$ cat config.mk
export PLATFORM = sky130hd
export DESIGN_NAME = ntc_block_average_to_celsius
export DESIGN_NICKNAME = d
export VERILOG_FILES = /design/src/hw/rtl/nbac_pkg.sv /design/src/hw/rtl/ntc_block_average_to_celsius.sv /design/src/hw/rtl/nbac_front.sv /design/src/hw/rtl/nbac_queue.sv /design/src/hw/rtl/nbac_back.sv
export SDC_FILE = /design/constraint.sdc
export NUM_CORES = 1
export LEC_CHECK = 0
export ABC_AREA = 1
export ABC_CLOCK_PERIOD_IN_PS = 5800
export BUFFER_PORTS_ARGS = -buffer_cell sky130_fd_sc_hd__buf_2
export CORE_MARGIN = 8
export CORE_UTILIZATION = 63
export DETAILED_ROUTE_END_ITERATION = 8
export PLACE_DENSITY = 0.81
export SYNTH_ARGS = -nofsm -noshare
export SYNTH_HDL_FRONTEND = slang
export SYNTH_SLANG_ARGS = --single-unit
$ cat constraint.sdc
create_clock -name clk -period 5.8 [get_ports clk]
set_input_delay 1.16 -clock clk [delete_from_list [all_inputs] [get_ports clk]]
set_output_delay 1.16 -clock clk [all_outputs]
set_load 0.01 [all_outputs]
$ cat src/hw/rtl/nbac_pkg.sv
`default_nettype none

package nbac_pkg;

  // input sample and millivolt widths
  localparam int ADC_W = 12;
  localparam int MV_W = 12;

  // result field width, signed degrees celsius
  localparam int TEMP_W = 9;
  localparam int TEMP_OFFSET = 40;

  // supply scale in millivolts and adc code count as a power of two
  localparam int FULL_SCALE_MV = 3350;
  localparam int ADC_CODE_BITS = 12;

  // voltage table, descending, -40 c to +129 c in 1 c steps
  localparam int TABLE_LEN = 170;
  localparam int IDX_W = 8;

  // depth of the queue between accumulator and converter
  localparam int QUEUE_DEPTH = 2;

  // only 166 entries carry a voltage, the last four are zero, so any
  // nonzero value matches by the first zero entry at the latest
  localparam logic [MV_W-1:0] VOLT_TABLE [TABLE_LEN] = '{
    12'd3193, 12'd3185, 12'd3175, 12'd3166, 12'd3156, 12'd3146, 12'd3135, 12'd3124,
    12'd3112, 12'd3100, 12'd3088, 12'd3075, 12'd3061, 12'd3047, 12'd3032, 12'd3017,
    12'd3002, 12'd2985, 12'd2968, 12'd2951, 12'd2933, 12'd2914, 12'd2895, 12'd2875,
    12'd2855, 12'd2834, 12'd2813, 12'd2791, 12'd2768, 12'd2745, 12'd2722, 12'd2698,
    12'd2673, 12'd2648, 12'd2623, 12'd2597, 12'd2570, 12'd2543, 12'd2516, 12'd2488,
    12'd2460, 12'd2431, 12'd2402, 12'd2373, 12'd2343, 12'd2313, 12'd2282, 12'd2251,
    12'd2220, 12'd2189, 12'd2158, 12'd2126, 12'd2094, 12'd2062, 12'd2030, 12'd1998,
    12'd1965, 12'd1933, 12'd1900, 12'd1868, 12'd1835, 12'd1803, 12'd1771, 12'd1739,
    12'd1707, 12'd1675, 12'd1643, 12'd1612, 12'd1581, 12'd1550, 12'd1519, 12'd1489,
    12'd1459, 12'd1429, 12'd1400, 12'd1371, 12'd1342, 12'd1314, 12'd1286, 12'd1258,
    12'd1231, 12'd1204, 12'd1178, 12'd1152, 12'd1127, 12'd1102, 12'd1077, 12'd1053,
    12'd1029, 12'd1006, 12'd983,  12'd961,  12'd938,  12'd917,  12'd896,  12'd875,
    12'd854,  12'd835,  12'd815,  12'd796,  12'd777,  12'd759,  12'd741,  12'd723,
    12'd706,  12'd689,  12'd673,  12'd657,  12'd641,  12'd626,  12'd611,  12'd596,
    12'd582,  12'd568,  12'd554,  12'd541,  12'd528,  12'd515,  12'd503,  12'd491,
    12'd479,  12'd468,  12'd456,  12'd446,  12'd435,  12'd419,  12'd414,  12'd405,
    12'd395,  12'd386,  12'd377,  12'd368,  12'd359,  12'd351,  12'd342,  12'd334,
    12'd327,  12'd319,  12'd312,  12'd305,  12'd298,  12'd291,  12'd284,  12'd278,
    12'd271,  12'd265,  12'd259,  12'd253,  12'd248,  12'd242,  12'd237,  12'd232,
    12'd227,  12'd222,  12'd217,  12'd212,  12'd207,  12'd203,  12'd199,  12'd194,
    12'd190,  12'd186,  12'd182,  12'd178,  12'd175,  12'd171,  12'd0,    12'd0,
    12'd0,    12'd0
  };

  // queue status seen by both sides
  typedef struct packed {
    logic full;
    logic empty;
  } nbac_qstat_t;

endpackage

`default_nettype wire

$ cat src/hw/rtl/ntc_block_average_to_celsius.sv
// path: the sample that completes a block pushes its sum into the queue; the converter then
//   pops it, runs one reciprocal scaling step and a linear table scan of 170 entries, then raises out_tvalid
// throughput: one sample per cycle while the two-entry block queue has room; the
//   converter finishes each block, any output stall included, before it pops the next one
// reset: rst_n synchronous active low; clears sample count, running sum, queue and
//   converter state; no clearing pass, the block is ready the cycle after reset
`default_nettype none

module ntc_block_average_to_celsius #(
  parameter int SAMPLES = 16
) (
  input  wire logic        clk,
  input  wire logic        rst_n,
  // sample stream
  input  wire logic        in_tvalid,
  output logic             in_tready,
  input  wire logic [15:0] in_tdata,   // [11:0] adc_sample, [15:12] ignored
  // result stream, one item per completed block
  output logic             out_tvalid,
  input  wire logic        out_tready,
  output logic [15:0]      out_tdata,  // [8:0] temp_celsius (signed), [15:9] zero
  output logic             out_tuser   // [0] no_match
);
  import nbac_pkg::*;

  // running sum must hold SAMPLES full-scale samples
  localparam int SUM_W = $clog2(SAMPLES * 4095 + 1);

  nbac_qstat_t              q_stat;
  logic                     push;
  logic                     pop;
  logic [SUM_W-1:0]         push_data;
  logic [SUM_W-1:0]         pop_data;
  logic signed [TEMP_W-1:0] temp;
  logic                     miss;

  // front: accumulates samples, hands each block sum to the queue
  nbac_front #(
    .SAMPLES (SAMPLES),
    .SUM_W   (SUM_W)
  ) u_front (
    .clk       (clk),
    .rst_n     (rst_n),
    .in_tvalid (in_tvalid),
    .in_tready (in_tready),
    .sample    (in_tdata[ADC_W-1:0]),
    .q_stat    (q_stat),
    .push      (push),
    .push_data (push_data)
  );

  // short queue of block sums, lets the accumulator run while the converter works
  nbac_queue #(
    .W     (SUM_W),
    .DEPTH (QUEUE_DEPTH)
  ) u_queue (
    .clk       (clk),
    .rst_n     (rst_n),
    .push      (push),
    .push_data (push_data),
    .pop       (pop),
    .pop_data  (pop_data),
    .q_stat    (q_stat)
  );

  // back: scale to millivolts, search the voltage table, hold the result
  nbac_back #(
    .SAMPLES (SAMPLES),
    .SUM_W   (SUM_W)
  ) u_back (
    .clk        (clk),
    .rst_n      (rst_n),
    .q_stat     (q_stat),
    .q_data     (pop_data),
    .pop        (pop),
    .out_tvalid (out_tvalid),
    .out_tready (out_tready),
    .temp       (temp),
    .miss       (miss)
  );

  // pack result, temperature in the low bits, zero fill to 16 bits
  assign out_tdata = {{(16 - TEMP_W){1'b0}}, temp};
  assign out_tuser = miss;

endmodule

`default_nettype wire

$ cat src/hw/rtl/nbac_front.sv
`default_nettype none

module nbac_front #(
  parameter int SAMPLES = 16,
  parameter int SUM_W = 16
) (
  input  wire logic                      clk,
  input  wire logic                      rst_n,
  input  wire logic                      in_tvalid,
  output logic                           in_tready,
  input  wire logic [nbac_pkg::ADC_W-1:0] sample,
  input  wire nbac_pkg::nbac_qstat_t     q_stat,
  output logic                           push,
  output logic [SUM_W-1:0]               push_data
);
  import nbac_pkg::*;

  localparam int CNT_W = (SAMPLES > 1) ? $clog2(SAMPLES) : 1;
  localparam logic [CNT_W-1:0] LAST_CNT = CNT_W'(SAMPLES - 1);

  logic [CNT_W-1:0] cnt_r, cnt_nxt;
  logic [SUM_W-1:0] sum_r, sum_nxt;
  logic [SUM_W-1:0] sum_add;
  logic             accept;

  // a completed block always finds room, since ready waits on the queue
  assign in_tready = !q_stat.full;
  assign accept    = in_tvalid && in_tready;
  assign sum_add   = sum_r + SUM_W'(sample);
  assign push_data = sum_add;

  always_comb begin
    cnt_nxt = cnt_r;
    sum_nxt = sum_r;
    push    = 1'b0;
    if (accept) begin
      if (cnt_r == LAST_CNT) begin
        cnt_nxt = '0;
        sum_nxt = '0;
        push    = 1'b1;
      end else begin
        cnt_nxt = cnt_r + 1'b1;
        sum_nxt = sum_add;
      end
    end
  end

  always_ff @(posedge clk) begin
    if (!rst_n) begin
      cnt_r <= '0;
      sum_r <= '0;
    end else begin
      cnt_r <= cnt_nxt;
      sum_r <= sum_nxt;
    end
  end

endmodule

`default_nettype wire

$ cat src/hw/rtl/nbac_queue.sv
`default_nettype none

module nbac_queue #(
  parameter int W = 16,
  parameter int DEPTH = 2
) (
  input  wire logic                  clk,
  input  wire logic                  rst_n,
  input  wire logic                  push,
  input  wire logic [W-1:0]          push_data,
  input  wire logic                  pop,
  output logic [W-1:0]               pop_data,
  output nbac_pkg::nbac_qstat_t      q_stat
);
  import nbac_pkg::*;

  localparam int PTR_W = (DEPTH > 1) ? $clog2(DEPTH) : 1;
  localparam int CNT_W = $clog2(DEPTH + 1);
  localparam logic [PTR_W-1:0] LAST_PTR = PTR_W'(DEPTH - 1);
  localparam logic [CNT_W-1:0] FULL_CNT = CNT_W'(DEPTH);

  logic [W-1:0]     mem_r [DEPTH];
  logic [PTR_W-1:0] wr_ptr_r, rd_ptr_r;
  logic [CNT_W-1:0] count_r;

  assign q_stat.full  = (count_r == FULL_CNT);
  assign q_stat.empty = (count_r == '0);
  assign pop_data     = mem_r[rd_ptr_r];

  always_ff @(posedge clk) begin
    if (push) begin
      mem_r[wr_ptr_r] <= push_data;
    end
  end

  always_ff @(posedge clk) begin
    if (!rst_n) begin
      wr_ptr_r <= '0;
      rd_ptr_r <= '0;
      count_r  <= '0;
    end else begin
      if (push) begin
        wr_ptr_r <= (wr_ptr_r == LAST_PTR) ? '0 : wr_ptr_r + 1'b1;
      end
      if (pop) begin
        rd_ptr_r <= (rd_ptr_r == LAST_PTR) ? '0 : rd_ptr_r + 1'b1;
      end
      if (push && !pop) begin
        count_r <= count_r + 1'b1;
      end else if (pop && !push) begin
        count_r <= count_r - 1'b1;
      end
    end
  end

  a_no_overflow: assert property (@(posedge clk) disable iff (!rst_n)
    push |-> !q_stat.full) else $error("queue push while full");

  a_no_underflow: assert property (@(posedge clk) disable iff (!rst_n)
    pop |-> !q_stat.empty) else $error("queue pop while empty");

  a_count_range: assert property (@(posedge clk) disable iff (!rst_n)
    (push && !pop) |=> (count_r == $past(count_r) + 1'b1))
    else $error("queue count did not follow a lone push");

endmodule

`default_nettype wire

$ cat src/hw/rtl/nbac_back.sv
`default_nettype none

module nbac_back #(
  parameter int SAMPLES = 16,
  parameter int SUM_W = 16
) (
  input  wire logic                              clk,
  input  wire logic                              rst_n,
  input  wire nbac_pkg::nbac_qstat_t             q_stat,
  input  wire logic [SUM_W-1:0]                  q_data,
  output logic                                   pop,
  output logic                                   out_tvalid,
  input  wire logic                              out_tready,
  output logic signed [nbac_pkg::TEMP_W-1:0]     temp,
  output logic                                   miss
);
  import nbac_pkg::*;

  // sum times full scale, then divide by 4096 * SAMPLES: drop the adc code
  // bits, then a rounded-up reciprocal multiply, exact for any SUM_W-bit value
  localparam int PROD_W    = SUM_W + ADC_CODE_BITS;
  localparam int RCP_LOG   = (SAMPLES > 1) ? $clog2(SAMPLES) : 0;
  localparam int RCP_SHIFT = SUM_W + RCP_LOG;
  localparam int RCP_W     = SUM_W + 2;
  localparam int SCALED_W  = SUM_W + RCP_W;
  localparam longint RCP_L =
    ((longint'(1) << RCP_SHIFT) + longint'(SAMPLES) - 1) / longint'(SAMPLES);
  localparam logic [RCP_W-1:0] RECIP = RCP_W'(RCP_L);
  localparam logic [IDX_W-1:0] LAST_IDX = IDX_W'(TABLE_LEN - 1);

  typedef enum logic [3:0] {
    ST_IDLE  = 4'b0001,
    ST_SCALE = 4'b0010,
    ST_SCAN  = 4'b0100,
    ST_DONE  = 4'b1000
  } state_t;

  state_t                    state_r, state_nxt;
  logic [PROD_W-1:0]         prod_r, prod_nxt;
  logic [SCALED_W-1:0]       scaled;
  logic [MV_W-1:0]           mv_r, mv_nxt;
  logic [IDX_W-1:0]          idx_r, idx_nxt;
  logic signed [TEMP_W-1:0]  res_temp_r, res_temp_nxt;
  logic                      res_miss_r, res_miss_nxt;
  logic                      out_valid_r, out_valid_nxt;
  logic signed [TEMP_W-1:0]  temp_r;
  logic                      miss_r;
  logic                      out_load;
  logic [MV_W-1:0]           entry;

  assign entry      = VOLT_TABLE[idx_r];
  assign scaled     = SCALED_W'(prod_r[PROD_W-1:ADC_CODE_BITS]) * SCALED_W'(RECIP);
  assign out_tvalid = out_valid_r;
  assign temp       = temp_r;
  assign miss       = miss_r;

  always_comb begin
    state_nxt    = state_r;
    prod_nxt     = prod_r;
    mv_nxt       = mv_r;
    idx_nxt      = idx_r;
    res_temp_nxt = res_temp_r;
    res_miss_nxt = res_miss_r;
    pop          = 1'b0;
    out_load     = 1'b0;
    unique case (state_r)
      ST_IDLE: begin
        if (!q_stat.empty) begin
          pop       = 1'b1;
          prod_nxt  = PROD_W'(q_data) * PROD_W'(FULL_SCALE_MV);
          state_nxt = ST_SCALE;
        end
      end
      ST_SCALE: begin
        // quotient sits above the reciprocal shift
        mv_nxt    = scaled[RCP_SHIFT +: MV_W];
        idx_nxt   = '0;
        state_nxt = ST_SCAN;
      end
      ST_SCAN: begin
        if (mv_r > entry) begin
          res_temp_nxt = TEMP_W'(idx_r) - TEMP_W'(TEMP_OFFSET);
          res_miss_nxt = 1'b0;
          state_nxt    = ST_DONE;
        end else if (idx_r == LAST_IDX) begin
          res_temp_nxt = '0;
          res_miss_nxt = 1'b1;
          state_nxt    = ST_DONE;
        end else begin
          idx_nxt = idx_r + 1'b1;
        end
      end
      ST_DONE: begin
        if (!out_valid_r || out_tready) begin
          out_load  = 1'b1;
          state_nxt = ST_IDLE;
        end
      end
      default: begin
        state_nxt = ST_IDLE;
      end
    endcase
  end

  assign out_valid_nxt = out_load || (out_valid_r && !out_tready);

  always_ff @(posedge clk) begin
    if (!rst_n) begin
      state_r     <= ST_IDLE;
      out_valid_r <= 1'b0;
    end else begin
      state_r     <= state_nxt;
      out_valid_r <= out_valid_nxt;
    end
  end

  always_ff @(posedge clk) begin
    prod_r     <= prod_nxt;
    mv_r       <= mv_nxt;
    idx_r      <= idx_nxt;
    res_temp_r <= res_temp_nxt;
    res_miss_r <= res_miss_nxt;
    if (out_load) begin
      temp_r <= res_temp_r;
      miss_r <= res_miss_r;
    end
  end

  a_mv_range: assert property (@(posedge clk) disable iff (!rst_n)
    (state_r == ST_SCAN) |-> (mv_r < MV_W'(FULL_SCALE_MV)))
    else $error("millivolt value out of range");

  a_miss_zero: assert property (@(posedge clk) disable iff (!rst_n)
    (out_valid_r && miss_r) |-> (temp_r == '0))
    else $error("no-match result with nonzero temperature");

  a_no_clobber: assert property (@(posedge clk) disable iff (!rst_n)
    (out_valid_r && !out_tready) |-> !out_load)
    else $error("output register overwritten while held");

endmodule

`default_nettype wire
==> out/qor.yml <==
route:
  drtAntennaViolNets: 0
  highest_layer: "met4"
  viasPerCell: 5.72
  firstDrtPassIters: 5
  vias: 9294
  wl_per_cell_um: 17.2
  route.met3.wl_mm: 1.81
  wl_mm: 28.0
  wl_met2_mm: 13.7
  drc: 0
  drtIter0Drc: 986
  met1_length_mm: 10.8
worst_setup_path:
  arrival_ns: 5.40
  start_kind: "flip-flop"
  cp.required_ns: 5.97
  endpoint_kind: "flip-flop"
  critical_path_peak_fanout: 18
  critPathKind: "flip-flop to flip-flop"
placed_design:
  dp_cells: 1592
  io_buffers: 27
  place_ws_ns: 0.708
  finalWeightedCongestion: 0.994
  hpwl_mm: 20.9
sta:
  finalCritPeriodShare_pct: 90.1
  whs_ns: 0.419
  setup_viol: 0
  clock_skew_ns: 0.0117
  clock.fmax_ghz: 0.191
  fin_crit_ns: 5.23
  hold_viol_final: 0
  setup_tns_ns: 0
  rsz0062_at_grt: "no"
  drv_slew: 0
  worstMarginPinSlew_ns: 0.925
  max_slew_margin_pct: 38.3
  finalWorstSetupSlack_ns: 0.574
finish:
  areaGrowthSynthToFinish_pct: 7.93
  fin_nets: 1574
  instances_no_fill: 1624
  layout-drive-gt1-share_pct: 6.55
  antenna_cells: 0
synthesis:
  syn_avg_cell_area_um2: 7.60
  synth_warnings: 0
  ys.flop_type: "edfxtp_1"
  ys_types: 46
  synthesis.area_um2: 10400
  synth-edff-count: 84
  synth.ff_latch_count: 114
  netlist_instances: 1372
  yosysMostFrequentCell: "nand2_1"
  ys_top_cells_by_area: "edfxtp_1 24%, ha_1 14%, nand2_1 13%"
  ys_top_cells_by_count: "362 x nand2_1, 223 x inv_1, 119 x ha_1"
  yosysTopAreaCellShare_pct: 24.2
  synth-async-reset-ratio_pct: 0
  ys_seq_area_share_pct: 29.9
  synth_top_cell_by_area: "edfxtp_1"
cts:
  cts_hold_buf: 0
  clkLatencyLatePin_ns: 0.43
  postCtsSetupBuffers: 0
  cts.clk_slew.worst_paths_ns: 0.06
  cts_buffers: 17
  root_buffer: "clkbuf_16"
  cts_tree: "yes"
  clockBufferDepth: 2
  h-tree-depth: 4
  cts_sinks: 114
  ctsResizeCount: 0
floorplan:
  core_um2: 16400
  die_h_um: 145
  rows: 47
  die_x_um: 145
  initial_utilization_pct: 63.6
  io_pins: 39
  die_area_um2: 20900
hold_path:
  hp-class: "flip-flop to flip-flop"
  hp-start: "u_back.res_temp_r[3]"
flow_run:
  cap_violations: 0
global_route:
  grt_pass1_wl_mm: 44.6
  grt.total_usage_pct: 27.7
  globalRouteOverflowTotal: 0
  antenna_found_initial: 0
  grt_pass1_vias: 8886
  grt_start_max_net_pins: 44
status:
  status: "finished clean"
logic make-up after synthesis:
kind of cell,Yosys count,share of synthesized area (%)
xor+xnor,16,1.34
buf+inv,273,10.8
other cells,1,0.0360
fa+ha+maj,163,22.7
flops,114,29.9
simple gates,618,24.8
mux,8,0.864
compound gates,179,9.46
critical path, stage by stage, from the launching register on:
cell and delay (ns):
dfxtp_1 0.39, buf_4 0.23, o21ai_0 0.39, inv_1 0.18, ha_1 0.38, fa_1 0.56
fa_1 0.45, fa_1 0.52, inv_1 0.06, fa_1 0.53, inv_1 0.04, ha_1 0.35
nand2_1 0.19, nor2_1 0.07, nor2_1 0.21, nor2_1 0.07, nor2_1 0.14, nand3_1 0.10
nand2_1 0.07, nand2_1 0.04
per-layer routing:
metal  track usage [%]  vias to the layer above
met3              4.53                      105
met2              47.3                      421
met4              17.2                        0
met5                 0                        -
met1              32.1                     4270
li1                  -                     4498
final cells by class:
cell class	count	area (um^2)
Fill cell	1313	5150
Sequential cell	114	3120
Timing Repair Buffer	36	203
Multi-Input combinational cell	991	6200
Inverter	231	867
Tap cell	220	275
Clock buffer	17	425
Clock inverter	15	161
registers in the layout (all words and copies together) (netlist names), named ones only:
signal	cells
u_queue.mem_r	32
u_front.sum_r	16
u_back.mv_r	12
u_back.prod_r	12
u_back.res_temp_r	9
u_back.temp	9
u_back.idx_r	8
u_back.state_r	4
u_front.cnt_r	4
u_queue.count_r	2
u_back.miss	1
u_back.out_tvalid	1
u_back.res_miss_r	1
u_queue.rd_ptr_r	1
u_queue.wr_ptr_r	1
placed cells by master, fill, tap and decap left out, drive strengths merged, types with 36 or more instances in the layout:
cell / count
a21oi: 81
buf: 36
edfxtp: 84
fa: 44
ha: 119
inv: 241
nand2: 365
nand3: 104
nor2: 102
o21ai: 61
per-stage QoR:
step / instance area, um^2 / utilization [%]
3_5_place_dp: 10700 / 65.0
6_report: 11300 / 68.6
2_1_floorplan: 10500 / -
3_3_place_gp: 10700 / 65.0
4_1_cts: 11300 / 68.6
5_1_grt: 11300 / 68.6
path summary, 6_finish.rpt:
| path | end | slack, ns | depth (start not counted) |
|---|---|---|---|
| max | u_back.prod_r[22] | 0.57 | 19 |
| min | u_back.temp[3] | 0.42 | 0 |
| max reg2reg | u_back.prod_r[22] | 0.57 | 19 |
| min reg2reg | u_back.temp[3] | 0.42 | 0 |
Power is left out: the tool's default activity adds up to more than one toggle a clock period on the data nets, which glitch-free logic cannot reach.
